<file path="config.mk">
export PLATFORM = sky130hd
export DESIGN_NAME = char_lcd_text_terminal
export DESIGN_NICKNAME = d
export VERILOG_FILES = /design/src/sv/clt_pkg.sv /design/src/sv/clt_datapath.sv /design/src/sv/clt_ctrl.sv /design/src/sv/char_lcd_text_terminal.sv
export SDC_FILE = /design/constraint.sdc
export NUM_CORES = 1
export LEC_CHECK = 0
export BUFFER_PORTS_ARGS = -buffer_cell sky130_fd_sc_hd__buf_2
export CAP_MARGIN = 5
export CORE_MARGIN = 2
export CORE_UTILIZATION = 50
export CTS_CLUSTER_SIZE = 8
export DETAILED_ROUTE_END_ITERATION = 10
export GPL_TIMING_DRIVEN = 0
export PLACE_DENSITY_LB_ADDON = 0.2
export SLEW_MARGIN = 20
export SYNTH_ARGS = -nofsm -noshare
export SYNTH_HDL_FRONTEND = slang
export SYNTH_SLANG_ARGS = --single-unit
</file>
<file path="constraint.sdc">
create_clock -name aclk -period 3.7 [get_ports aclk]
set_clock_uncertainty 0.1 [all_clocks]
set_input_delay 0 -clock aclk [delete_from_list [all_inputs] [get_ports aclk]]
set_output_delay 0 -clock aclk [all_outputs]
set_load 0.03 [all_outputs]
</file>
<file path="src/sv/clt_pkg.sv">
package clt_pkg;

    // default geometry
    localparam int DEF_COLUMNS    = 16;
    localparam int DEF_ROWS       = 2;
    localparam int DEF_TAB_SPACES = 8;

    // fixed field widths
    localparam int COL_W  = 5;
    localparam int TAB_W  = 3;
    localparam int SLOT_W = 4;

    localparam logic [SLOT_W-1:0] SLOT_LAST = 4'd15;

    // character codes
    localparam logic [7:0] CHAR_BS     = 8'd8;
    localparam logic [7:0] CHAR_TAB    = 8'd9;
    localparam logic [7:0] CHAR_LF     = 8'd10;
    localparam logic [7:0] CHAR_CR     = 8'd13;
    localparam logic [7:0] CHAR_ESC    = 8'd27;
    localparam logic [7:0] CHAR_SPACE  = 8'h20;
    localparam logic [7:0] CHAR_ZERO   = 8'h30;
    localparam logic [7:0] CHAR_NINE   = 8'h39;
    localparam logic [7:0] CHAR_SEMI   = 8'h3B;
    localparam logic [7:0] CHAR_A      = 8'h41;
    localparam logic [7:0] CHAR_B      = 8'h42;
    localparam logic [7:0] CHAR_C      = 8'h43;
    localparam logic [7:0] CHAR_D      = 8'h44;
    localparam logic [7:0] CHAR_H      = 8'h48;
    localparam logic [7:0] CHAR_J      = 8'h4A;
    localparam logic [7:0] CHAR_LBRACK = 8'h5B;

    // controller commands
    localparam logic [7:0] CMD_BLANK_ALL = 8'h01;

    typedef enum logic [3:0] {
        CUR_NONE,
        CUR_INC,
        CUR_COL0,
        CUR_ZERO,
        CUR_NEWROW,
        CUR_BS,
        CUR_UP,
        CUR_DOWN,
        CUR_RIGHT,
        CUR_LEFT,
        CUR_HOME
    } cur_op_t;

    typedef enum logic [2:0] {
        OUT_POS,
        OUT_SCAN_POS,
        OUT_CHAR,
        OUT_SPACE,
        OUT_CELL,
        OUT_CLEAR
    } out_sel_t;

    typedef struct packed {
        logic     load_char;
        logic     emit;
        out_sel_t out_sel;
        logic     last;
        logic     wr_cell;
        logic     wr_space;
        cur_op_t  cur_op;
        logic     scroll;
        logic     clr_all;
        logic     scan_clr;
        logic     scan_step;
        logic     clr_params;
        logic     clr_p2;
        logic     digit_p1;
        logic     digit_p2;
    } cmd_t;

    typedef struct packed {
        logic out_free;
        logic col_wrap;
        logic row_last;
        logic p1_erase;
        logic scan_col_last;
        logic scan_row_last;
    } sts_t;

endpackage

</file>
<file path="src/sv/clt_datapath.sv">
module clt_datapath #(
    parameter int COLUMNS = clt_pkg::DEF_COLUMNS,
    parameter int ROWS    = clt_pkg::DEF_ROWS
) (
    input  logic                aclk,
    input  logic                aresetn,
    input  logic [7:0]          s_char_code,
    input  clt_pkg::cmd_t       cmd,
    output clt_pkg::sts_t       sts,
    input  logic                m_ready,
    output logic                m_valid,
    output logic                m_is_data,
    output logic [7:0]          m_bus_byte,
    output logic                m_last_of_run
);

    localparam int CELLS  = ROWS * COLUMNS;
    localparam int ADDR_W = $clog2(CELLS);
    localparam logic [clt_pkg::COL_W-1:0] COL_MAX = clt_pkg::COL_W'(COLUMNS - 1);
    localparam logic [clt_pkg::COL_W-1:0] COL_END = clt_pkg::COL_W'(COLUMNS);
    localparam logic                      ROW_MAX = 1'(ROWS - 1);
    localparam logic [ADDR_W-1:0]         ROW_OFS = ADDR_W'(COLUMNS);

    logic [clt_pkg::COL_W-1:0] col_reg, col_next;
    logic                      row_reg, row_next;
    logic                      base_reg;
    logic [7:0]                p1_reg, p2_reg;
    logic [7:0]                char_reg;
    logic [clt_pkg::COL_W-1:0] scan_col_reg;
    logic                      scan_row_reg;
    logic [7:0]                mem [CELLS];
    logic [CELLS-1:0]          vld_reg, vld_next;
    logic [7:0]                rd_data_reg;
    logic                      rd_vld_reg;
    logic                      m_valid_reg, m_is_data_reg, m_last_reg;
    logic [7:0]                m_byte_reg;

    logic                      cur_phys, scan_phys, clr_phys;
    logic [ADDR_W-1:0]         wr_addr, rd_addr;
    logic [7:0]                wr_data;
    logic [7:0]                n_val;
    logic [8:0]                csum;
    logic [clt_pkg::COL_W-1:0] col_clamp;
    logic [7:0]                p2_less;
    logic [11:0]               dig_p1, dig_p2;
    logic                      out_data;
    logic [7:0]                out_byte;

    // row rotation: scrolling flips which physical row is on top
    assign cur_phys  = (ROWS == 2) ? (row_reg ^ base_reg) : 1'b0;
    assign scan_phys = (ROWS == 2) ? (scan_row_reg ^ base_reg) : 1'b0;
    assign clr_phys  = (ROWS == 2) ? base_reg : 1'b0;
    assign wr_addr   = (cur_phys ? ROW_OFS : '0) + ADDR_W'(col_reg);
    assign rd_addr   = (scan_phys ? ROW_OFS : '0) + ADDR_W'(scan_col_reg);
    assign wr_data   = cmd.wr_space ? clt_pkg::CHAR_SPACE : char_reg;

    // cursor arithmetic
    assign n_val     = (p1_reg == 8'd0) ? 8'd1 : p1_reg;
    assign csum      = 9'(col_reg) + 9'(n_val);
    assign col_clamp = (col_reg > COL_MAX) ? COL_MAX : col_reg;
    assign p2_less   = p2_reg - 8'd1;

    always_comb begin
        col_next = col_reg;
        row_next = row_reg;
        case (cmd.cur_op)
            clt_pkg::CUR_INC:  col_next = col_reg + 1'b1;
            clt_pkg::CUR_COL0: col_next = '0;
            clt_pkg::CUR_ZERO: begin
                col_next = '0;
                row_next = 1'b0;
            end
            clt_pkg::CUR_NEWROW: begin
                col_next = '0;
                row_next = (row_reg == ROW_MAX) ? row_reg : ~row_reg;
            end
            clt_pkg::CUR_BS: begin
                if (col_reg != '0) begin
                    col_next = col_reg - 1'b1;
                end else if (row_reg) begin
                    col_next = COL_MAX;
                    row_next = 1'b0;
                end
            end
            clt_pkg::CUR_UP: begin
                col_next = col_clamp;
                row_next = 1'b0;
            end
            clt_pkg::CUR_DOWN: begin
                col_next = col_clamp;
                row_next = ROW_MAX;
            end
            clt_pkg::CUR_RIGHT: begin
                col_next = (csum > 9'(COL_MAX)) ? COL_MAX : clt_pkg::COL_W'(csum);
            end
            clt_pkg::CUR_LEFT: begin
                col_next = (9'(n_val) >= 9'(col_reg)) ? '0
                                                      : col_reg - clt_pkg::COL_W'(n_val);
            end
            clt_pkg::CUR_HOME: begin
                row_next = (p1_reg >= 8'd2) ? ROW_MAX : 1'b0;
                if (p2_reg <= 8'd1) begin
                    col_next = '0;
                end else if (p2_less > 8'(COL_MAX)) begin
                    col_next = COL_MAX;
                end else begin
                    col_next = clt_pkg::COL_W'(p2_less);
                end
            end
            default: ;
        endcase
    end

    // decimal parameter accumulation with saturation
    assign dig_p1 = {1'b0, p1_reg, 3'b0} + {3'b0, p1_reg, 1'b0} + 12'(s_char_code[3:0]);
    assign dig_p2 = {1'b0, p2_reg, 3'b0} + {3'b0, p2_reg, 1'b0} + 12'(s_char_code[3:0]);

    // cell valid bits: an invalid cell reads as a space
    always_comb begin
        vld_next = vld_reg;
        if (cmd.clr_all) begin
            vld_next = '0;
        end else if (cmd.scroll) begin
            for (int i = 0; i < CELLS; i++) begin
                if ((i / COLUMNS) == int'(clr_phys)) vld_next[i] = 1'b0;
            end
        end else if (cmd.wr_cell) begin
            vld_next[wr_addr] = 1'b1;
        end
    end

    // output byte selection
    always_comb begin
        out_data = 1'b0;
        out_byte = clt_pkg::CMD_BLANK_ALL;
        case (cmd.out_sel)
            clt_pkg::OUT_POS:      out_byte = {1'b1, row_reg, 6'(col_reg)};
            clt_pkg::OUT_SCAN_POS: out_byte = {1'b1, scan_row_reg, 6'b0};
            clt_pkg::OUT_CHAR: begin
                out_data = 1'b1;
                out_byte = char_reg;
            end
            clt_pkg::OUT_SPACE: begin
                out_data = 1'b1;
                out_byte = clt_pkg::CHAR_SPACE;
            end
            clt_pkg::OUT_CELL: begin
                out_data = 1'b1;
                out_byte = rd_vld_reg ? rd_data_reg : clt_pkg::CHAR_SPACE;
            end
            clt_pkg::OUT_CLEAR: out_byte = clt_pkg::CMD_BLANK_ALL;
            default: ;
        endcase
    end

    // control registers
    always_ff @(posedge aclk) begin
        if (!aresetn) begin
            col_reg      <= '0;
            row_reg      <= 1'b0;
            base_reg     <= 1'b0;
            p1_reg       <= '0;
            p2_reg       <= '0;
            scan_col_reg <= '0;
            scan_row_reg <= 1'b0;
            vld_reg      <= '0;
            m_valid_reg  <= 1'b0;
        end else begin
            col_reg <= col_next;
            row_reg <= row_next;
            vld_reg <= vld_next;
            if (cmd.scroll) base_reg <= ~base_reg;
            if (cmd.clr_params) begin
                p1_reg <= '0;
                p2_reg <= '0;
            end else begin
                if (cmd.digit_p1) p1_reg <= (dig_p1 > 12'd255) ? 8'd255 : dig_p1[7:0];
                if (cmd.clr_p2) p2_reg <= '0;
                else if (cmd.digit_p2) p2_reg <= (dig_p2 > 12'd255) ? 8'd255 : dig_p2[7:0];
            end
            if (cmd.scan_clr) begin
                scan_col_reg <= '0;
                scan_row_reg <= 1'b0;
            end else if (cmd.scan_step) begin
                if (scan_col_reg == COL_MAX) begin
                    scan_col_reg <= '0;
                    scan_row_reg <= ~scan_row_reg;
                end else begin
                    scan_col_reg <= scan_col_reg + 1'b1;
                end
            end
            if (cmd.emit) m_valid_reg <= 1'b1;
            else if (m_ready) m_valid_reg <= 1'b0;
        end
    end

    // payload registers
    always_ff @(posedge aclk) begin
        if (cmd.load_char) char_reg <= s_char_code;
        if (cmd.emit) begin
            m_is_data_reg <= out_data;
            m_byte_reg    <= out_byte;
            m_last_reg    <= cmd.last;
        end
    end

    // cell memory, registered read
    always_ff @(posedge aclk) begin
        if (cmd.wr_cell) mem[wr_addr] <= wr_data;
        rd_data_reg <= mem[rd_addr];
        rd_vld_reg  <= vld_reg[rd_addr];
    end

    assign sts.out_free      = !m_valid_reg || m_ready;
    assign sts.col_wrap      = (col_reg >= COL_END);
    assign sts.row_last      = (row_reg == ROW_MAX);
    assign sts.p1_erase      = (p1_reg == 8'd2) || (p1_reg == 8'd3);
    assign sts.scan_col_last = (scan_col_reg == COL_MAX);
    assign sts.scan_row_last = (scan_row_reg == ROW_MAX);

    assign m_valid       = m_valid_reg;
    assign m_is_data     = m_is_data_reg;
    assign m_bus_byte    = m_byte_reg;
    assign m_last_of_run = m_last_reg;

endmodule

</file>
<file path="src/sv/clt_ctrl.sv">
module clt_ctrl #(
    parameter int TAB_SPACES = clt_pkg::DEF_TAB_SPACES
) (
    input  logic          aclk,
    input  logic          aresetn,
    input  logic          s_valid,
    output logic          s_ready,
    input  logic [7:0]    s_char_code,
    input  clt_pkg::sts_t sts,
    output clt_pkg::cmd_t cmd
);

    typedef enum logic [3:0] {
        ST_IDLE,
        ST_PUT_CHECK,
        ST_PUT_EMIT,
        ST_NL_START,
        ST_NL_POS,
        ST_RS_POS,
        ST_RS_RD,
        ST_RS_DATA,
        ST_BS_POS,
        ST_CLR_EMIT,
        ST_POS_LAST
    } state_t;

    typedef enum logic [1:0] {
        MODE_TEXT,
        MODE_ESC,
        MODE_SEQ
    } mode_t;

    typedef enum logic [1:0] {
        K_PUT,
        K_TAB,
        K_NL,
        K_BS
    } kind_t;

    state_t                     state_reg, state_next;
    mode_t                      mode_reg, mode_next;
    kind_t                      kind_reg, kind_next;
    logic [clt_pkg::SLOT_W-1:0] slot_reg, slot_next;
    logic [clt_pkg::TAB_W-1:0]  tab_reg, tab_next;
    logic                       accept;
    logic                       is_digit;

    assign s_ready  = (state_reg == ST_IDLE);
    assign accept   = s_valid && s_ready;
    assign is_digit = (s_char_code >= clt_pkg::CHAR_ZERO) && (s_char_code <= clt_pkg::CHAR_NINE);

    // next state and commands
    always_comb begin
        state_next = state_reg;
        mode_next  = mode_reg;
        kind_next  = kind_reg;
        slot_next  = slot_reg;
        tab_next   = tab_reg;
        cmd        = '0;
        cmd.cur_op  = clt_pkg::CUR_NONE;
        cmd.out_sel = clt_pkg::OUT_POS;
        case (state_reg)
            ST_IDLE: begin
                if (accept) begin
                    cmd.load_char = 1'b1;
                    case (mode_reg)
                        MODE_ESC: begin
                            if (s_char_code == clt_pkg::CHAR_LBRACK) begin
                                mode_next      = MODE_SEQ;
                                slot_next      = '0;
                                cmd.clr_params = 1'b1;
                            end else begin
                                mode_next = MODE_TEXT;
                            end
                        end
                        MODE_SEQ: begin
                            if (s_char_code == clt_pkg::CHAR_SEMI) begin
                                if (slot_reg != clt_pkg::SLOT_LAST) begin
                                    slot_next  = slot_reg + 1'b1;
                                    cmd.clr_p2 = (slot_reg == '0);
                                end else begin
                                    mode_next = MODE_TEXT;
                                end
                            end else if (is_digit) begin
                                cmd.digit_p1 = (slot_reg == 4'd0);
                                cmd.digit_p2 = (slot_reg == 4'd1);
                            end else begin
                                mode_next = MODE_TEXT;
                                case (s_char_code)
                                    clt_pkg::CHAR_A: begin
                                        cmd.cur_op = clt_pkg::CUR_UP;
                                        state_next = ST_POS_LAST;
                                    end
                                    clt_pkg::CHAR_B: begin
                                        cmd.cur_op = clt_pkg::CUR_DOWN;
                                        state_next = ST_POS_LAST;
                                    end
                                    clt_pkg::CHAR_C: begin
                                        cmd.cur_op = clt_pkg::CUR_RIGHT;
                                        state_next = ST_POS_LAST;
                                    end
                                    clt_pkg::CHAR_D: begin
                                        cmd.cur_op = clt_pkg::CUR_LEFT;
                                        state_next = ST_POS_LAST;
                                    end
                                    clt_pkg::CHAR_H: begin
                                        cmd.cur_op = clt_pkg::CUR_HOME;
                                        state_next = ST_POS_LAST;
                                    end
                                    clt_pkg::CHAR_J: begin
                                        if (sts.p1_erase) begin
                                            cmd.clr_all = 1'b1;
                                            cmd.cur_op  = clt_pkg::CUR_ZERO;
                                            state_next  = ST_CLR_EMIT;
                                        end
                                    end
                                    default: ;
                                endcase
                            end
                        end
                        default: begin
                            case (s_char_code)
                                clt_pkg::CHAR_ESC: mode_next = MODE_ESC;
                                clt_pkg::CHAR_LF: begin
                                    kind_next  = K_NL;
                                    state_next = ST_NL_START;
                                end
                                clt_pkg::CHAR_CR: begin
                                    cmd.cur_op = clt_pkg::CUR_COL0;
                                    state_next = ST_POS_LAST;
                                end
                                clt_pkg::CHAR_TAB: begin
                                    kind_next  = K_TAB;
                                    tab_next   = clt_pkg::TAB_W'(TAB_SPACES - 1);
                                    state_next = ST_PUT_CHECK;
                                end
                                clt_pkg::CHAR_BS: begin
                                    kind_next  = K_BS;
                                    cmd.cur_op = clt_pkg::CUR_BS;
                                    state_next = ST_BS_POS;
                                end
                                default: begin
                                    kind_next  = K_PUT;
                                    state_next = ST_PUT_CHECK;
                                end
                            endcase
                        end
                    endcase
                end
            end
            // wrap pending: move to the next row first
            ST_PUT_CHECK: begin
                state_next = sts.col_wrap ? ST_NL_START : ST_PUT_EMIT;
            end
            ST_PUT_EMIT: begin
                if (sts.out_free) begin
                    cmd.emit     = 1'b1;
                    cmd.out_sel  = (kind_reg == K_TAB) ? clt_pkg::OUT_SPACE : clt_pkg::OUT_CHAR;
                    cmd.wr_cell  = 1'b1;
                    cmd.wr_space = (kind_reg == K_TAB);
                    cmd.cur_op   = clt_pkg::CUR_INC;
                    if (kind_reg == K_TAB && tab_reg != '0) begin
                        tab_next   = tab_reg - 1'b1;
                        state_next = ST_PUT_CHECK;
                    end else begin
                        cmd.last   = 1'b1;
                        state_next = ST_IDLE;
                    end
                end
            end
            ST_NL_START: begin
                cmd.cur_op = clt_pkg::CUR_NEWROW;
                if (sts.row_last) begin
                    cmd.scroll   = 1'b1;
                    cmd.scan_clr = 1'b1;
                    state_next   = ST_RS_POS;
                end else begin
                    state_next = ST_NL_POS;
                end
            end
            ST_NL_POS: begin
                if (sts.out_free) begin
                    cmd.emit   = 1'b1;
                    cmd.last   = (kind_reg == K_NL);
                    state_next = (kind_reg == K_NL) ? ST_IDLE : ST_PUT_EMIT;
                end
            end
            // full buffer resend
            ST_RS_POS: begin
                if (sts.out_free) begin
                    cmd.emit    = 1'b1;
                    cmd.out_sel = clt_pkg::OUT_SCAN_POS;
                    state_next  = ST_RS_RD;
                end
            end
            ST_RS_RD: begin
                state_next = ST_RS_DATA;
            end
            ST_RS_DATA: begin
                if (sts.out_free) begin
                    cmd.emit      = 1'b1;
                    cmd.out_sel   = clt_pkg::OUT_CELL;
                    cmd.scan_step = 1'b1;
                    if (!sts.scan_col_last) begin
                        state_next = ST_RS_RD;
                    end else if (!sts.scan_row_last) begin
                        state_next = ST_RS_POS;
                    end else begin
                        state_next = (kind_reg == K_BS) ? ST_POS_LAST : ST_NL_POS;
                    end
                end
            end
            ST_BS_POS: begin
                if (sts.out_free) begin
                    cmd.emit     = 1'b1;
                    cmd.wr_cell  = 1'b1;
                    cmd.wr_space = 1'b1;
                    cmd.scan_clr = 1'b1;
                    state_next   = ST_RS_POS;
                end
            end
            ST_CLR_EMIT: begin
                if (sts.out_free) begin
                    cmd.emit    = 1'b1;
                    cmd.out_sel = clt_pkg::OUT_CLEAR;
                    state_next  = ST_POS_LAST;
                end
            end
            ST_POS_LAST: begin
                if (sts.out_free) begin
                    cmd.emit   = 1'b1;
                    cmd.last   = 1'b1;
                    state_next = ST_IDLE;
                end
            end
            default: state_next = ST_IDLE;
        endcase
    end

    // state registers
    always_ff @(posedge aclk) begin
        if (!aresetn) begin
            state_reg <= ST_IDLE;
            mode_reg  <= MODE_TEXT;
            kind_reg  <= K_PUT;
            slot_reg  <= '0;
            tab_reg   <= '0;
        end else begin
            state_reg <= state_next;
            mode_reg  <= mode_next;
            kind_reg  <= kind_next;
            slot_reg  <= slot_next;
            tab_reg   <= tab_next;
        end
    end

endmodule

</file>
<file path="src/sv/char_lcd_text_terminal.sv">
// newline with scroll and backspace resend the whole buffer through the single registered
// cell read port; one character is worked on at a time, and the next is taken
// once its last result is registered, or at once if the character gives no result
// reset: synchronous active low, clears cursor, parser and cell valid bits (cells read as
// spaces at once, no clearing pass)
module char_lcd_text_terminal #(
    parameter int COLUMNS    = clt_pkg::DEF_COLUMNS,
    parameter int ROWS       = clt_pkg::DEF_ROWS,
    parameter int TAB_SPACES = clt_pkg::DEF_TAB_SPACES
) (
    input  logic       aclk,
    input  logic       aresetn,
    input  logic       s_valid,
    output logic       s_ready,
    input  logic [7:0] s_char_code,
    output logic       m_valid,
    input  logic       m_ready,
    output logic       m_is_data,
    output logic [7:0] m_bus_byte,
    output logic       m_last_of_run
);

    clt_pkg::cmd_t cmd;
    clt_pkg::sts_t sts;

    // sequencer
    clt_ctrl #(
        .TAB_SPACES (TAB_SPACES)
    ) u_ctrl (
        .aclk        (aclk),
        .aresetn     (aresetn),
        .s_valid     (s_valid),
        .s_ready     (s_ready),
        .s_char_code (s_char_code),
        .sts         (sts),
        .cmd         (cmd)
    );

    // cursor, parameters, cell memory and output register
    clt_datapath #(
        .COLUMNS (COLUMNS),
        .ROWS    (ROWS)
    ) u_datapath (
        .aclk          (aclk),
        .aresetn       (aresetn),
        .s_char_code   (s_char_code),
        .cmd           (cmd),
        .sts           (sts),
        .m_ready       (m_ready),
        .m_valid       (m_valid),
        .m_is_data     (m_is_data),
        .m_bus_byte    (m_bus_byte),
        .m_last_of_run (m_last_of_run)
    );

`ifndef ASSERT_OFF
    // never load the output register while it holds an untaken transaction
    a_emit_free: assert property (@(posedge aclk) disable iff (!aresetn)
        cmd.emit |-> sts.out_free)
        else $error("result emitted into a full output register");

    // the last result of a run hands control back for the next character
    a_last_idle: assert property (@(posedge aclk) disable iff (!aresetn)
        (cmd.emit && cmd.last) |=> s_ready)
        else $error("not ready after the last result of a run");

    // a cell write never lands on a pending-wrap column
    a_wr_in_row: assert property (@(posedge aclk) disable iff (!aresetn)
        cmd.wr_cell |-> !sts.col_wrap)
        else $error("cell write past the last column");
`endif

endmodule
</file>
==> impl_metrics.toml, run 1 <==
[synth]
async_reset_ff_share_pct = 0
avgSynthCellArea_um2 = 14.1
synth_seq_area_share_pct = 59.6
synth-seq-cells = 360
muxShareOfSynthArea_pct = 13.1
syn_inst = 1180
ys_warn_count = 0
synth_nets = 1260
synth_xor_area_share_pct = 1.63
synth_top_family_by_area = "multiplexers"
synth_edf_count = 274
synth_compound_area_share_pct = 7.69
synthSimpleGateAreaFrac_pct = 10.1
ys_types = 85
synth_flop_cell = "edfxtp_1"
syn_area_mm2 = 0.0167
synth-adder-area-share_pct = 5.37

[min_path]
hp-class = "primary input to flop"
holdPathStages = 2

[placed_design]
place.gp.congestion = 0.903
pre_cts_slack_ns = -0.382
dpl.hpwl_mm = 27.1
io_buffers = 23

[timing]
fin_crit_sh_pct = 95.8
hold_viol = 0
max_freq_mhz = 282
setup_violations = 0
maxSlewHeadroom_pct = 31.4
rsz0062_at_grt = "no"
min_period_ns = 3.55
drv_slew = 0
worst_pin_slew_ns = 1.02
postLayoutSetupSlackWorst_ns = 0.155

[layout]
layout.nets = 1354
drive_gt1_share_pct = 19.6
diodes = 0
final_common_cell = "edfxtp_1"
largest_register_ffs = 256
final_cell_mix = "274 x edfxtp_1, 133 x nor2_1, 90 x mux4_2"
syn2layout_area_growth_pct = 15.1
fin_util_pct = 58.7

[pwr]
p_switching_mw = 3.39
power.density_mw_per_mm2 = 606
pwr-share-comb_pct = 19.9
pwr-share-clk_pct = 36.2
ir_worst_vdd_mv = 0.448
intPower_mw = 8.25
seq_power_share_pct = 43.9
p_leak_nw = 6.55
swShare_pct = 29.1

[critical_path]
worst_r2r_path_depth = 12
cpMostUsedCell = "or4_4"
cp_cell_sequence = "or4_1 -> nor2_2 -> or2_4 -> ha_4 -> fa_2 -> nor2b_1 -> o21bai_1 -> or4_4 -> a2111oi_4 -> a21oi_1 -> or4_4 -> o2111a_1"
crit_type = "flop to flop"
crit_arrival_ns = 3.90
max_stage_delay_ns = 0.52
crit_path_top_delay_cell = "or4_1"
cp-start-kind = "flop"
crit_required_ns = 4.05
crit_path_max_fanout = 8
end_kind = "flop"

[die]
fp.dieH_um = 187
num_io_pins = 24
placementRows = 66
core_mm2 = 0.0327
initial_core_util_pct = 51.0
die_area_mm2 = 0.0348
die_w_um = 187

[clock_network]
cts-buffers-inserted = 50
cts_max_level = 2
clockRootBuffer = "clkbuf_16"
cts.path.max_buffers = 3
cts_tree = "yes"
cts_sinks = 360
clk_latency_ns = 0.57
clkTransAtPathRegs_ns = 0.05

[routing]
drc = 0
ant_nets = 0
dr.pass1.iters = 5
wl_per_cell_um = 22.7
routed_wl_mm = 39.8
num_vias = 10500
drtIter0Drc = 1074
viasPerCell = 5.97

[run_status]
outcome = "completed"

[global_route]
antenna_found_initial = 0
grt-busiest-layer = "met2"
grt_usage_pct = 23.0
grt_pass1_wl_mm = 61.4
gr-total-overflow = 0
met1_usage_pct = 33.2
grt_use_met3_pct = 3.54
first_global_vias = 10300
grt_max_degree = 33
use_met2_pct = 36.7

[run]
maxCapViolCount = 0
## cell usage after synthesis, types with 9 or more instances
master	number	area [µm²]
a21oi_1	38	190
and3_1	10	62.6
dfxtp_1	86	1720
nor2_1	136	510
nand2_1	58	218
nand3_1	18	90.1
o21ai_0	25	125
edfxtp_1	274	8230
xor2_1	10	87.6
clkbuf_1	42	158
nor3_1	18	90.1
mux2_2	10	113
ha_1	62	776
inv_1	46	173
or3_1	10	62.6
mux4_2	90	2030
nor2b_1	18	113
o21ba_2	9	90.1
xnor2_1	21	184
o221a_2	16	180
## what timing repair did
action                                 in CTS  in global routing
gates resized for setup                     4                 11
hold buffers                               11                  0
pin swaps                                   2                  6
endpoints found under the hold margin      27                  0
setup endpoints to repair                 167                  4
setup buffers                               2                  2
## power by group through the flow
stage | Combinational [mW] | Sequential (mW) | Clock, mW
2_1_floorplan | 1.26 | 5.27 | 0
3_3_place_gp | 2.06 | 5.19 | 0
3_5_place_dp | 2.24 | 5.18 | 0
4_1_cts | 2.28 | 5.10 | 4.27
5_1_grt | 2.49 | 5.13 | 4.46
6_report | 2.32 | 5.11 | 4.21
## worst paths after layout
| path | startpoint | to | slack (ns) |
|---|---|---|---|
| min reg2reg | u_datapath.vld_reg[20]$_SDFFE_PP0P_ | u_datapath.vld_reg[20]$_SDFFE_PP0P_ | 0.37 |
| min | s_char_code[0] | u_datapath.char_reg[0]$_DFFE_PP_ | 0.13 |
| max reg2reg | u_datapath.p1_reg[2]$_SDFFE_PP0P_ | u_datapath.col_reg[2]$_SDFFE_PN0P_ | 0.15 |
| max | u_datapath.p1_reg[2]$_SDFFE_PP0P_ | u_datapath.col_reg[2]$_SDFFE_PN0P_ | 0.15 |
## final cells by class
cell class | count | area (µm²)
plain buffers | 54 | 211
clock buffers | 90 | 1400
clock inverters | 3 | 68.8
fillers | 2562 | 13500
inverters | 48 | 185
multi-input cells | 717 | 6450
flip-flops and latches | 360 | 9960
well taps | 442 | 553
repair buffers | 43 | 365
## metal layers
layer	vias to the layer above	wire (µm)
met5	-	0
met4	0	749
met3	45	2660
met2	381	18900
met1	5307	17500
li1	4755	-
## stage by stage
| stage | std cells | cell area [µm²] | setup TNS, ns | hold slack [ns] | power (mW) |
|---|---|---|---|---|---|
| 2_1_floorplan | 1180 | 16700 | 0 | -0.00113 | 6.53 |
| 4_1_cts | 1756 | 19100 | 0 | 0.115 | 11.6 |
| 5_1_grt | 1757 | 19200 | 0 | 0.131 | 12.1 |
| 6_report | 1757 | 19200 | 0 | 0.132 | 11.6 |
| 3_3_place_gp | 1645 | 17400 | -73.70 | 0.152 | 7.26 |
| 3_5_place_dp | 1650 | 17500 | -5.05 | 0.153 | 7.42 |
## cell families after synthesis
logic type / Yosys count
AO/OA/AOI/OAI: 176
adder cells (fa/ha/maj): 68
AND/OR/NAND/NOR: 337
buffers and inverters: 103
multiplexers: 105
flip-flops: 360
XOR/XNOR: 31
## critical path, delay by kind of cell, from the launching register on
kind | cells | cell delay (ns)
adders and majority gates | 2 | 0.35
and+or+nand+nor | 6 | 1.86
AOI/OAI and AO/OA | 4 | 0.74
DFF | 1 | 0.38
Note: power is estimated with default switching activity, not from simulation.
==> inputs of run 2 (changes only) <==
--- a/config.mk
+++ b/config.mk
@@ -8,7 +8,7 @@
 export BUFFER_PORTS_ARGS = -buffer_cell sky130_fd_sc_hd__buf_2
 export CAP_MARGIN = 5
 export CORE_MARGIN = 2
-export CORE_UTILIZATION = 50
+export CORE_UTILIZATION = 55
 export CTS_CLUSTER_SIZE = 8
 export DETAILED_ROUTE_END_ITERATION = 10
 export GPL_TIMING_DRIVEN = 0
==> impl_metrics.toml, run 2 (synthesis gave the netlist of run 1 again) <==
[pwr]
fin_total_pwr_mw = 11.6
power.density_mw_per_mm2 = 610
ir_worst_vdd_mv = 0.389
p_leak_nw = 6.54

[timing]
min_period_ns = 3.55
postLayoutSetupSlackWorst_ns = 0.155
fin_crit_sh_pct = 95.8
maxSlewHeadroom_pct = 29.2
hold_viol = 0
max_freq_mhz = 282
setup_violations = 0
rsz0062_at_grt = "no"
worst_pin_slew_ns = 1.06
drv_slew = 0

[die]
placementRows = 63
initial_core_util_pct = 56.1
die_w_um = 178
core_mm2 = 0.0297
die_area_mm2 = 0.0317
fp.dieH_um = 178
num_io_pins = 24

[clock_network]
cts_max_level = 2
clkTransAtPathRegs_ns = 0.06
clockRootBuffer = "clkbuf_16"
cts.path.max_buffers = 3
clk_latency_ns = 0.56
cts-buffers-inserted = 51
cts_tree = "yes"
cts_sinks = 360

[routing]
routed_wl_mm = 39.1
drc = 0
drtIter0Drc = 1047
dr.pass1.iters = 5
wl_per_cell_um = 23.0
num_vias = 10400
viasPerCell = 6.13
ant_nets = 0

[critical_path]
cp-start-kind = "flop"
cp.buffers_inverters = 0
cp_cell_sequence = "or4_1 -> nor2_2 -> or2_4 -> ha_2 -> fa_2 -> nor2b_1 -> o21bai_1 -> or4_4 -> a2111oi_4 -> a21oi_1 -> or4_1 -> o2111a_1"
end_kind = "flop"
crit_family = "simple AND/OR/NAND/NOR gates"
crit_arrival_ns = 3.90
crit_path_max_fanout = 8
cpMostUsedCell = "or4_1"
crit_required_ns = 4.05
max_stage_delay_ns = 0.52
crit_path_top_delay_cell = "or4_1"
crit_type = "flop to flop"

[global_route]
first_global_vias = 10300
grt_usage_pct = 25.6
gr-total-overflow = 0
grt_max_degree = 33
grt_pass1_wl_mm = 60.2
antenna_found_initial = 0

[layout]
fin_util_pct = 64.2
fillers = 2132
final_common_cell = "edfxtp_1"
final_cell_mix = "274 x edfxtp_1, 134 x nor2_1, 90 x mux4_2"
layout.nets = 1351
syn2layout_area_growth_pct = 14.4
largest_register_ffs = 256
diodes = 0
drive_gt1_share_pct = 19.3

[placed_design]
dpl.hpwl_mm = 26.3
pre_cts_slack_ns = -0.368
io_buffers = 23
place.gp.congestion = 0.892

[run_status]
outcome = "completed"

[run]
maxCapViolCount = 0

[min_path]
hp-class = "primary input to flop"
## run 2: changes by cell type in the layout (fill, tap and decap cells not counted), sizes merged
cell,change
buf,-4
clkbuf,+2
## run 2: path summary, 6_finish.rpt
kind | from | end | slack, ns | cells past startpoint
max | u_datapath.p1_reg[2]$_SDFFE_PP0P_ | u_datapath.col_reg[2]$_SDFFE_PN0P_ | 0.15 | 12
min | s_char_code[0] | u_datapath.char_reg[0]$_DFFE_PP_ | 0.12 | 2
max reg2reg | u_datapath.p1_reg[2]$_SDFFE_PP0P_ | u_datapath.col_reg[2]$_SDFFE_PN0P_ | 0.15 | 12
min reg2reg | u_ctrl.tab_reg[2]$_SDFFE_PN0P_ | u_ctrl.tab_reg[2]$_SDFFE_PN0P_ | 0.37 | 2
## run 2: repair_timing
| item | in CTS | in global routing |
|---|---|---|
| setup buffers | 2 | 0 |
| endpoints found under the setup margin | 4 | 4 |
| gates resized for setup | 4 | 7 |
| endpoints found under the hold margin | 26 | 0 |
| pin swaps | 2 | 1 |
| hold buffers | 11 | 0 |
## run 2: metal layers
metal,global-route usage [%],share of wire [%],vias to the layer above
li1,-,-,4757
met1,36.3,43,5181
met2,39.5,46,408
met3,5.92,8.0,95
met4,8.44,3.3,0
met5,0,0,-
## run 2: per-stage QoR
| step | TNS [ns] | hold WS [ns] | cells | area, µm² |
|---|---|---|---|---|
| floorplan | 0 | -0.00113 | 1180 | 16700 |
| global placement | -37.45 | 0.148 | 1593 | 17300 |
| detailed placement | -1.03 | 0.146 | 1596 | 17400 |
| CTS | 0 | 0.112 | 1703 | 19100 |
| global route | 0 | 0.110 | 1703 | 19100 |
| finish | 0 | 0.118 | 1703 | 19100 |
## run 2: area by class of cell
class / instances / area [µm²] / share of cell area [%]
multi-input combinational: 717 / 6440 / 33.7
tap: 390 / 488 / 2.56
clock inverter: 3 / 58.8 / 0.308
clock buffer: 92 / 1450 / 7.60
sequential: 360 / 9950 / 52.1
timing repair buffer: 39 / 300 / 1.57
inverter: 48 / 185 / 0.970
buffer: 54 / 211 / 1.11
## run 2: power breakdown
group          internal (mW)  switching, mW
clock network           2.63           1.69
registers               4.98          0.132
logic                  0.674           1.54
total                   8.29           3.36
